[src/hw/rtl/alq_pkg.sv]
// shared constants, datapath command and status types, reciprocal table
package alq_pkg;

  localparam int MAX_INTERVALS = 1024;

  localparam logic signed [31:0] K_RESET   = 32'sd41943040;
  localparam logic signed [39:0] T_LIMIT   = 40'sd1073741824;
  localparam logic        [33:0] LOG2E_Q30 = 34'd1549082005;
  localparam logic        [33:0] LN2_Q30   = 34'd744261118;
  localparam logic        [63:0] I64MAX    = 64'h7FFF_FFFF_FFFF_FFFF;

  // last step counts of the iterative units
  localparam logic [6:0] DIV_LAST  = 7'd71;
  localparam logic [6:0] ROOT_LAST = 7'd63;
  localparam logic [3:0] SER_LAST  = 4'd15;
  localparam logic [6:0] D3_LAST   = 7'd8;

  typedef enum logic [4:0] {
    OP_NOP,
    OP_LOAD,
    OP_DIV,
    OP_NFIN,
    OP_MUL_KX,
    OP_MUL_T,
    OP_MUL_Y,
    OP_Z,
    OP_SER_A,
    OP_SER_B,
    OP_SER_C,
    OP_MUL_KM,
    OP_U,
    OP_SQ0,
    OP_SQ1,
    OP_SQ2,
    OP_SQ3,
    OP_ROOT,
    OP_ACC,
    OP_FM0,
    OP_FM1,
    OP_FM2,
    OP_D3,
    OP_OUT
  } dp_op_t;

  typedef struct packed {
    dp_op_t     op;
    logic [3:0] j;
  } dp_cmd_t;

  typedef struct packed {
    logic at_b;
  } dp_stat_t;

  // floor(2^32 / j), used with a one-step correction for division by j
  function automatic logic [32:0] recip(input logic [3:0] j);
    logic [32:0] r;
    case (j)
      4'd1:    r = 33'd4294967296;
      4'd2:    r = 33'd2147483648;
      4'd3:    r = 33'd1431655765;
      4'd4:    r = 33'd1073741824;
      4'd5:    r = 33'd858993459;
      4'd6:    r = 33'd715827882;
      4'd7:    r = 33'd613566756;
      4'd8:    r = 33'd536870912;
      4'd9:    r = 33'd477218588;
      4'd10:   r = 33'd429496729;
      4'd11:   r = 33'd390451572;
      4'd12:   r = 33'd357913941;
      4'd13:   r = 33'd330382099;
      4'd14:   r = 33'd306783378;
      4'd15:   r = 33'd286331153;
      default: r = 33'd4294967296;
    endcase
    return r;
  endfunction

endpackage

[src/hw/rtl/alq_ctrl.sv]
// controller: sequences the datapath and runs both handshakes
module alq_ctrl import alq_pkg::*; (
  input  logic     clk,
  input  logic     rst_n,
  input  logic     in_valid,
  output logic     in_ready,
  output logic     out_valid,
  input  logic     out_ready,
  input  dp_stat_t stat,
  output dp_cmd_t  cmd
);

  typedef enum logic [22:0] {
    S_IDLE = 23'h000001,
    S_NDIV = 23'h000002,
    S_NFIN = 23'h000004,
    S_KX   = 23'h000008,
    S_T    = 23'h000010,
    S_Y    = 23'h000020,
    S_Z    = 23'h000040,
    S_SA   = 23'h000080,
    S_SB   = 23'h000100,
    S_SC   = 23'h000200,
    S_KM   = 23'h000400,
    S_U    = 23'h000800,
    S_SQ0  = 23'h001000,
    S_SQ1  = 23'h002000,
    S_SQ2  = 23'h004000,
    S_SQ3  = 23'h008000,
    S_RT   = 23'h010000,
    S_ACC  = 23'h020000,
    S_FM0  = 23'h040000,
    S_FM1  = 23'h080000,
    S_FM2  = 23'h100000,
    S_FDIV = 23'h200000,
    S_FOUT = 23'h400000
  } state_t;

  state_t     state_r, state_nxt;
  logic [6:0] cnt_r, cnt_nxt;
  logic       out_valid_r, out_valid_nxt;
  dp_op_t     op;

  // next state, step counter and command
  always_comb begin
    state_nxt     = state_r;
    cnt_nxt       = cnt_r;
    out_valid_nxt = out_valid_r && !out_ready;
    op            = OP_NOP;
    in_ready      = 1'b0;
    case (state_r)
      S_IDLE: begin
        in_ready = 1'b1;
        if (in_valid) begin
          op        = OP_LOAD;
          cnt_nxt   = '0;
          state_nxt = S_NDIV;
        end
      end
      S_NDIV: begin
        op = OP_DIV;
        if (cnt_r == DIV_LAST) begin
          cnt_nxt   = '0;
          state_nxt = S_NFIN;
        end else begin
          cnt_nxt = cnt_r + 7'd1;
        end
      end
      S_NFIN: begin
        op        = OP_NFIN;
        state_nxt = S_KX;
      end
      S_KX: begin
        op        = OP_MUL_KX;
        state_nxt = S_T;
      end
      S_T: begin
        op        = OP_MUL_T;
        state_nxt = S_Y;
      end
      S_Y: begin
        op        = OP_MUL_Y;
        state_nxt = S_Z;
      end
      S_Z: begin
        op        = OP_Z;
        cnt_nxt   = 7'd1;
        state_nxt = S_SA;
      end
      S_SA: begin
        op        = OP_SER_A;
        state_nxt = S_SB;
      end
      S_SB: begin
        op        = OP_SER_B;
        state_nxt = S_SC;
      end
      S_SC: begin
        op = OP_SER_C;
        if (cnt_r[3:0] == SER_LAST) begin
          state_nxt = S_KM;
        end else begin
          cnt_nxt   = cnt_r + 7'd1;
          state_nxt = S_SA;
        end
      end
      S_KM: begin
        op        = OP_MUL_KM;
        state_nxt = S_U;
      end
      S_U: begin
        op        = OP_U;
        state_nxt = S_SQ0;
      end
      S_SQ0: begin
        op        = OP_SQ0;
        state_nxt = S_SQ1;
      end
      S_SQ1: begin
        op        = OP_SQ1;
        state_nxt = S_SQ2;
      end
      S_SQ2: begin
        op        = OP_SQ2;
        state_nxt = S_SQ3;
      end
      S_SQ3: begin
        op        = OP_SQ3;
        cnt_nxt   = '0;
        state_nxt = S_RT;
      end
      S_RT: begin
        op = OP_ROOT;
        if (cnt_r == ROOT_LAST) begin
          cnt_nxt   = '0;
          state_nxt = S_ACC;
        end else begin
          cnt_nxt = cnt_r + 7'd1;
        end
      end
      S_ACC: begin
        op        = OP_ACC;
        state_nxt = stat.at_b ? S_FM0 : S_KX;
      end
      S_FM0: begin
        op        = OP_FM0;
        state_nxt = S_FM1;
      end
      S_FM1: begin
        op        = OP_FM1;
        state_nxt = S_FM2;
      end
      S_FM2: begin
        op        = OP_FM2;
        cnt_nxt   = '0;
        state_nxt = S_FDIV;
      end
      S_FDIV: begin
        op = OP_D3;
        if (cnt_r == D3_LAST) begin
          cnt_nxt   = '0;
          state_nxt = S_FOUT;
        end else begin
          cnt_nxt = cnt_r + 7'd1;
        end
      end
      S_FOUT: begin
        // result register must be free or emptying this cycle
        if (!out_valid_r || out_ready) begin
          op            = OP_OUT;
          out_valid_nxt = 1'b1;
          state_nxt     = S_IDLE;
        end
      end
      default: begin
        state_nxt = S_IDLE;
      end
    endcase
  end

  // control registers
  always_ff @(posedge clk) begin
    if (!rst_n) begin
      state_r     <= S_IDLE;
      cnt_r       <= '0;
      out_valid_r <= 1'b0;
    end else begin
      state_r     <= state_nxt;
      cnt_r       <= cnt_nxt;
      out_valid_r <= out_valid_nxt;
    end
  end

  assign cmd.op    = op;
  assign cmd.j     = cnt_r[3:0];
  assign out_valid = out_valid_r;

  // a result appears only from the output state
  a_out_src: assert property (@(posedge clk) disable iff (!rst_n)
    $rose(out_valid_r) |-> $past(state_r) == S_FOUT)
    else $error("result raised outside output state");

  // a waiting result is never overwritten
  a_out_hold: assert property (@(posedge clk) disable iff (!rst_n)
    (state_r == S_FOUT && out_valid_r && !out_ready) |=> (state_r == S_FOUT && out_valid_r))
    else $error("pending result overwritten");

  // step counter stays within the longest loop
  a_cnt_range: assert property (@(posedge clk) disable iff (!rst_n)
    cnt_r <= DIV_LAST)
    else $error("step counter out of range");

  // an accepted request always starts the count division
  a_start: assert property (@(posedge clk) disable iff (!rst_n)
    (in_valid && in_ready) |=> (state_r == S_NDIV && cnt_r == 7'd0))
    else $error("request did not start division");

endmodule
[config.mk]
export PLATFORM = sky130hd
export DESIGN_NAME = alq_ctrl
export DESIGN_NICKNAME = d
export VERILOG_FILES = /design/src/hw/rtl/alq_pkg.sv /design/src/hw/rtl/alq_ctrl.sv
export SDC_FILE = /design/constraint.sdc
export NUM_CORES = 1
export LEC_CHECK = 0
export BUFFER_PORTS_ARGS = -buffer_cell sky130_fd_sc_hd__buf_2
export CORE_MARGIN = 2
export CORE_UTILIZATION = 54
export CTS_CLUSTER_SIZE = 24
export DETAILED_ROUTE_END_ITERATION = 10
export GPL_ROUTABILITY_DRIVEN = 0
export PLACE_DENSITY = 0.73
export SLEW_MARGIN = 15
export SYNTH_ARGS = -nofsm -noshare
export SYNTH_HDL_FRONTEND = slang
export SYNTH_SLANG_ARGS = --single-unit
[constraint.sdc]
create_clock -name clk -period 2.15 [get_ports clk]
set_input_delay 0.1075 -clock clk [delete_from_list [all_inputs] [get_ports clk]]
set_output_delay 0.1075 -clock clk [all_outputs]
set_load 0.01 [all_outputs]
-- Word-level counts from Yosys, hierarchy flattened
Index checks and enable logic that the tools add are counted.
- RAM bits: 0
- bits in latches: 0
- register bits: 31
- memories: 0
- word-level logic and storage cells: 65
- memory bits (read-only): 0
- input port bits: 5
- eq/ne operators: 33
- add/subtract/negate cells: 1
- div/mod/pow operators: 0
- magnitude comparators: 0
- shift-type cells: 0
- mux-type cells: 20
- reductions and logical operators: 8
- multiply operators: 0
- bitwise operators: 0
- operators with widths (operator ; count):
    $pmux 23 s23 ; 1
    $mux 23 ; 5
    $pmux 5 s23 ; 1
    $pmux 7 s7 ; 1
    $mux 7 ; 5
    $eq 23x1->1 const B ; 1
    $eq 23x10->1 const B ; 1
    $eq 23x11->1 const B ; 1
    $eq 23x12->1 const B ; 1
    $eq 23x13->1 const B ; 1
    $eq 23x14->1 const B ; 1
    $eq 23x15->1 const B ; 1
    $eq 23x16->1 const B ; 1
    $eq 23x17->1 const B ; 1
    $eq 23x18->1 const B ; 1
    $eq 23x19->1 const B ; 1
    $eq 23x2->1 const B ; 1
    $eq 23x20->1 const B ; 1
    $eq 23x21->1 const B ; 1
    $eq 23x22->1 const B ; 1
    $eq 23x23->1 const B ; 1
    $eq 23x3->1 const B ; 1
    $eq 23x4->1 const B ; 1
    $eq 23x5->1 const B ; 1
    21 further kinds ; 30

-- Longest topological paths before layout
- depth after elaboration: 4
- gate-level depth with buffers: 9
- gate-level depth less buffers: 8

-- Worst setup path before layout
No wires, ideal clock.
- kind: register to register
- from: register state_r[4]
- to: register state_r[0]
- arrival time: 2283 ps
- period minus slack after synthesis: 2421 ps
- required time: 2012 ps
- buffers on the path: 2
- path slack: -271 ps
- setup time: 138 ps
- stages on the path, launching flop included: 9
- path through: dfxtp_1 buf_6 nor4_2 nand2_1 nor4b_1 a222oi_1 clkbuf_1 nand3_1 o211ai_1
- longest elaborated chain between the ends: 3
- RTL lines (item ; line ; RTL):
    from (decl) ; alq_ctrl.sv:39 ; state_t state_r, state_nxt;
    from (signal assigned) ; alq_ctrl.sv:188 ; state_r <= state_nxt;
    $eq 23x23->1, or another cell as far along ; alq_ctrl.sv:51 ; case (state_r)
    $ne 2x2->1 (no line) ; -- ;
    $reduce_and 5->1 (no line) ; -- ;
Parallel ways exist; a longest one is shown, timed or not.
A chain may end at the register's enable or synchronous reset.

-- Worst setup path after layout
- from: register state_r[5]
- to: register cnt_r[3]
- longest elaborated chain between the ends: 4
- RTL lines (item ; line ; RTL):
    $eq 23x21->1 or $eq 23x16->1 (tied branches) ; alq_ctrl.sv:51 ;
    $reduce_or 2->1 (no line) ; -- ;
    $reduce_bool 7->1 (no line) ; -- ;
    $reduce_and 3->1 (no line) ; -- ;
    to (signal assigned) ; alq_ctrl.sv:189 ; cnt_r <= cnt_nxt;
    to (decl) ; alq_ctrl.sv:40 ; logic [6:0] cnt_r, cnt_nxt;
Parallel ways exist; a longest one is shown, timed or not.

==> summary.txt <==
Pwr
  – Peak supply drop: 0.420 mV
  – Total power: 1.78 mW
  – PD cells: 525 nW/µm²
  – Static Leak: 1.47 nW

STA
  – Worst slew pin tran: 0.699 ns
  – Final worst slack: -0.551 ns
  – Fin. max-slew vios: 0
  – Final total negative setup slack: -11.09 ns
  – Rel. slew slack: 0.534
  – Hold_ws: 0.0479 ns
  – Max Fclk: 370 MHz
  – Final hold violations: 0
  – Final min period: 2.70 ns
  – Unrepaired setup endpoints after global routing: true
  – Final period utilization: 1.26
  – Clock skew: 0.00734 ns
  – Final setup violation count: 33

Setup path
  – Crit-path cells: or4_4 > buf_6 > buf_12 > nor4_4 > nand3_1 > and4_4 > a211o_1 > a32o_1
  – Critical path's slowest cell: or4_4
  – CP Class: reg -> reg
  – Worst-path maximum fanout: 7
  – Crit. path cell count: 8
  – Slowest Stage Delay on Critical Path: 0.59 ns
  – Crit path max-delay family: simple AND/OR/NAND/NOR gates
  – Launch point of the worst reg-to-reg path: state_r[5]$_SDFFE_PN0P_
  – Buf+Inv Stages, Crit Path: 2
  – Worst r2r path cells: 8
  – Worst EP arrival: 2.88 ns
  – Critical Path Start Type: flop
  – Critical Path RT: 2.33 ns
  – Reg-to-reg slack, setup: -0.55 ns
  – CP Capture Type: flop
  – Worst r2r dst: cnt_r[3]$_SDFFE_PN0P_

Synthesis
  – Top post-synthesis cells by area: dfxtp_1, nor2_1, nor3_1
  – Count of cell types in the netlist: 59
  – Largest area contributor in the synthesized netlist: dfxtp_1
  – Syn nets: 274
  – Number of synthesized flops with an enable pin: 0
  – Commonest cells post-synth: dfxtp_1, nor2_1, nand2_1
  – Post-synth top flop: dfxtp_1
  – #FFs+latches synth: 31
  – Synth top area share: 0.288
  – Mapped Area: 2160 µm²
  – Sequential area share after synthesis: 0.288
  – Asr flop ratio synth: 0
  – Synth Warn #: 0
  – Top-count cell post-synth: dfxtp_1
  – Synth Instances: 267
  – Avg Inst Size Synth: 8.08 µm²

Worst hold path
  – Hold Crit Endpoint: state_r[18]$_SDFFE_PN0P_
  – Class of the worst hold path: in -> reg
  – Worst Hold Depth: 3
  – Worst hold start: stat

GRT
  – First-pass GRT wire length: 13.6 mm
  – Largest net degree at the start of global routing: 21
  – Tot GR Track Use: 0.409
  – Antenna violations before repair: 0
  – Global route overflow: 0
  – Vias in the first global route: 2713

CTS
  – Max Root-Sink Buffers: 2
  – Root Driver: clkbuf_8
  – Worst skew pair latency: 0.30 ns
  – Clock Sinks: 31
  – Total CTS buffers: 5
  – Worst-path clk slew: 0.07 ns
  – H-tree depth: 2
  – TritonCTS clock tree: done

Route
  – DR vias/cell: 7.60
  – Remaining DRCs: 0
  – Wire per inst: 26.9 µm
  – Vias: 3131
  – Initial DRC count: 551
  – Routed Antenna Nets: 0
  – Routed WL: 11.1 mm
  – First-pass iteration count of the detailed router: 6

Place
  – Post-DP HPWL: 5.21 mm
  – Placed Area: 2760 µm²
  – Placed cells: 380
  – Port bufs: 15

Floorplanning
  – Die area: 4520 µm²
  – Die Height: 67.2 µm
  – # IOs: 16
  – Starting density of the core: 0.576
  – Core Rows: 22
  – Die W: 67.2 µm
  – Core Area: 3740 µm²

Cells and area
  – Non-Filler Instances: 412
  – Layout cell share with drive strength beyond 1: 0.505
  – Total Nets Final: 370
  – Finished layout cell area: 3390 µm²
  – Area grow syn2layout: 57.4%
  – Antenna cells: 0

Outcome
  – Failing checks: setup timing
  – Status: finished, violations left

Job
  – Maxcap violations: 0
[kinds of logic after synthesis]
family,Yosys count,share of synthesized area
AOI/OAI and AO/OA,43,0.145
xor gates and xnor gates,3,0.0122
adders and majority gates,2,0.0116
buffers and inverters,23,0.0592
DFF,31,0.288
and+or+nand+nor,165,0.484
[cell type report]
class,count,area (µm²)
multi-input combinational,213,1740
timing repair buffer,105,797
sequential,31,642
fill,140,349
clock buffer,6,72.6
clock inverter,2,60.1
tap,48,60.1
inverter,7,26.3
[per-stage QoR]
stage,util,setup WS [ns]
after global placement,0.737,-0.123
after floorplan,-,-0.0325
after CTS,0.846,-0.274
after global routing,0.907,-0.578
after detailed placement,0.737,-0.154
final,0.907,-0.551
[how the worst max path moves through the flow]
stage	from	endpoint	slack [ns]
floorplan	state_r[16]$_SDFFE_PN0P_	cnt_r[3]$_SDFFE_PN0P_	-0.03
global placement	state_r[16]$_SDFFE_PN0P_	cmd[5]	-0.12
detailed placement	state_r[19]$_SDFFE_PN0P_	state_r[0]$_SDFFE_PN1P_	-0.15
CTS	state_r[3]$_SDFFE_PN0P_	cmd[5]	-0.27
global route	state_r[2]$_SDFFE_PN0P_	cmd[5]	-0.58
finish	state_r[5]$_SDFFE_PN0P_	cnt_r[3]$_SDFFE_PN0P_	-0.55
[worst reg2reg max path, stage by stage (launching register included)]
cell and delay (ns):
dfxtp_1 0.38, or4_4 0.59, buf_6 0.16, buf_12 0.12
nor4_4 0.24, nand3_1 0.31, and4_4 0.30, a211o_1 0.27
a32o_1 0.23
[layout by cell type, fill, tap and decap left out, drive strengths merged, types with 2 or more instances in the layout]
master	count
buf	105
a32o	3
or3	5
nand3b	2
a211oi	2
o21ai	6
nor4b	6
a211o	3
o221ai	2
inv	7
o211ai	4
nor2	23
ha	2
nand3	14
nand4b	3
dfxtp	31
nor2b	9
and3	12
nand4bb	2
a21boi	2
or4	8
or2	5
bufinv	2
and4	2
nand2b	9
nor4	12
nand4	9
a21oi	9
nand2	20
nor3	20
clkbuf	6
xor2	3
[per-layer routing]
metal	track usage	vias to the layer above	wire, µm
met4	0.179	0	1130
li1	-	1210	-
met5	0	-	0
met2	0.687	343	4580
met3	0.0700	155	1690
met1	0.516	1423	3660
[state kept, by name, indices dropped and copies added (netlist names)]
| register | cells |
|---|---|
| cnt_r | 7 |
| state_r | 23 |
| out_valid | 1 |
[power by group]
part	switching [mW]	leakage, nW	internal [mW]
clock	0.244	0.0654	0.463
sequential	0.0113	0.256	0.576
combinational	0.272	1.15	0.216
total	0.527	1.47	1.26
[timing repair]
item                                    CTS  global route
endpoints found under the setup margin   16            31
gates cloned                              1             0
pin swaps                                17            20
hold buffers                              0             0
setup buffers                            17             8
gates resized for setup                  33            38
endpoints found under the hold margin     0             0
Note: power is estimated with default switching activity, not from simulation.
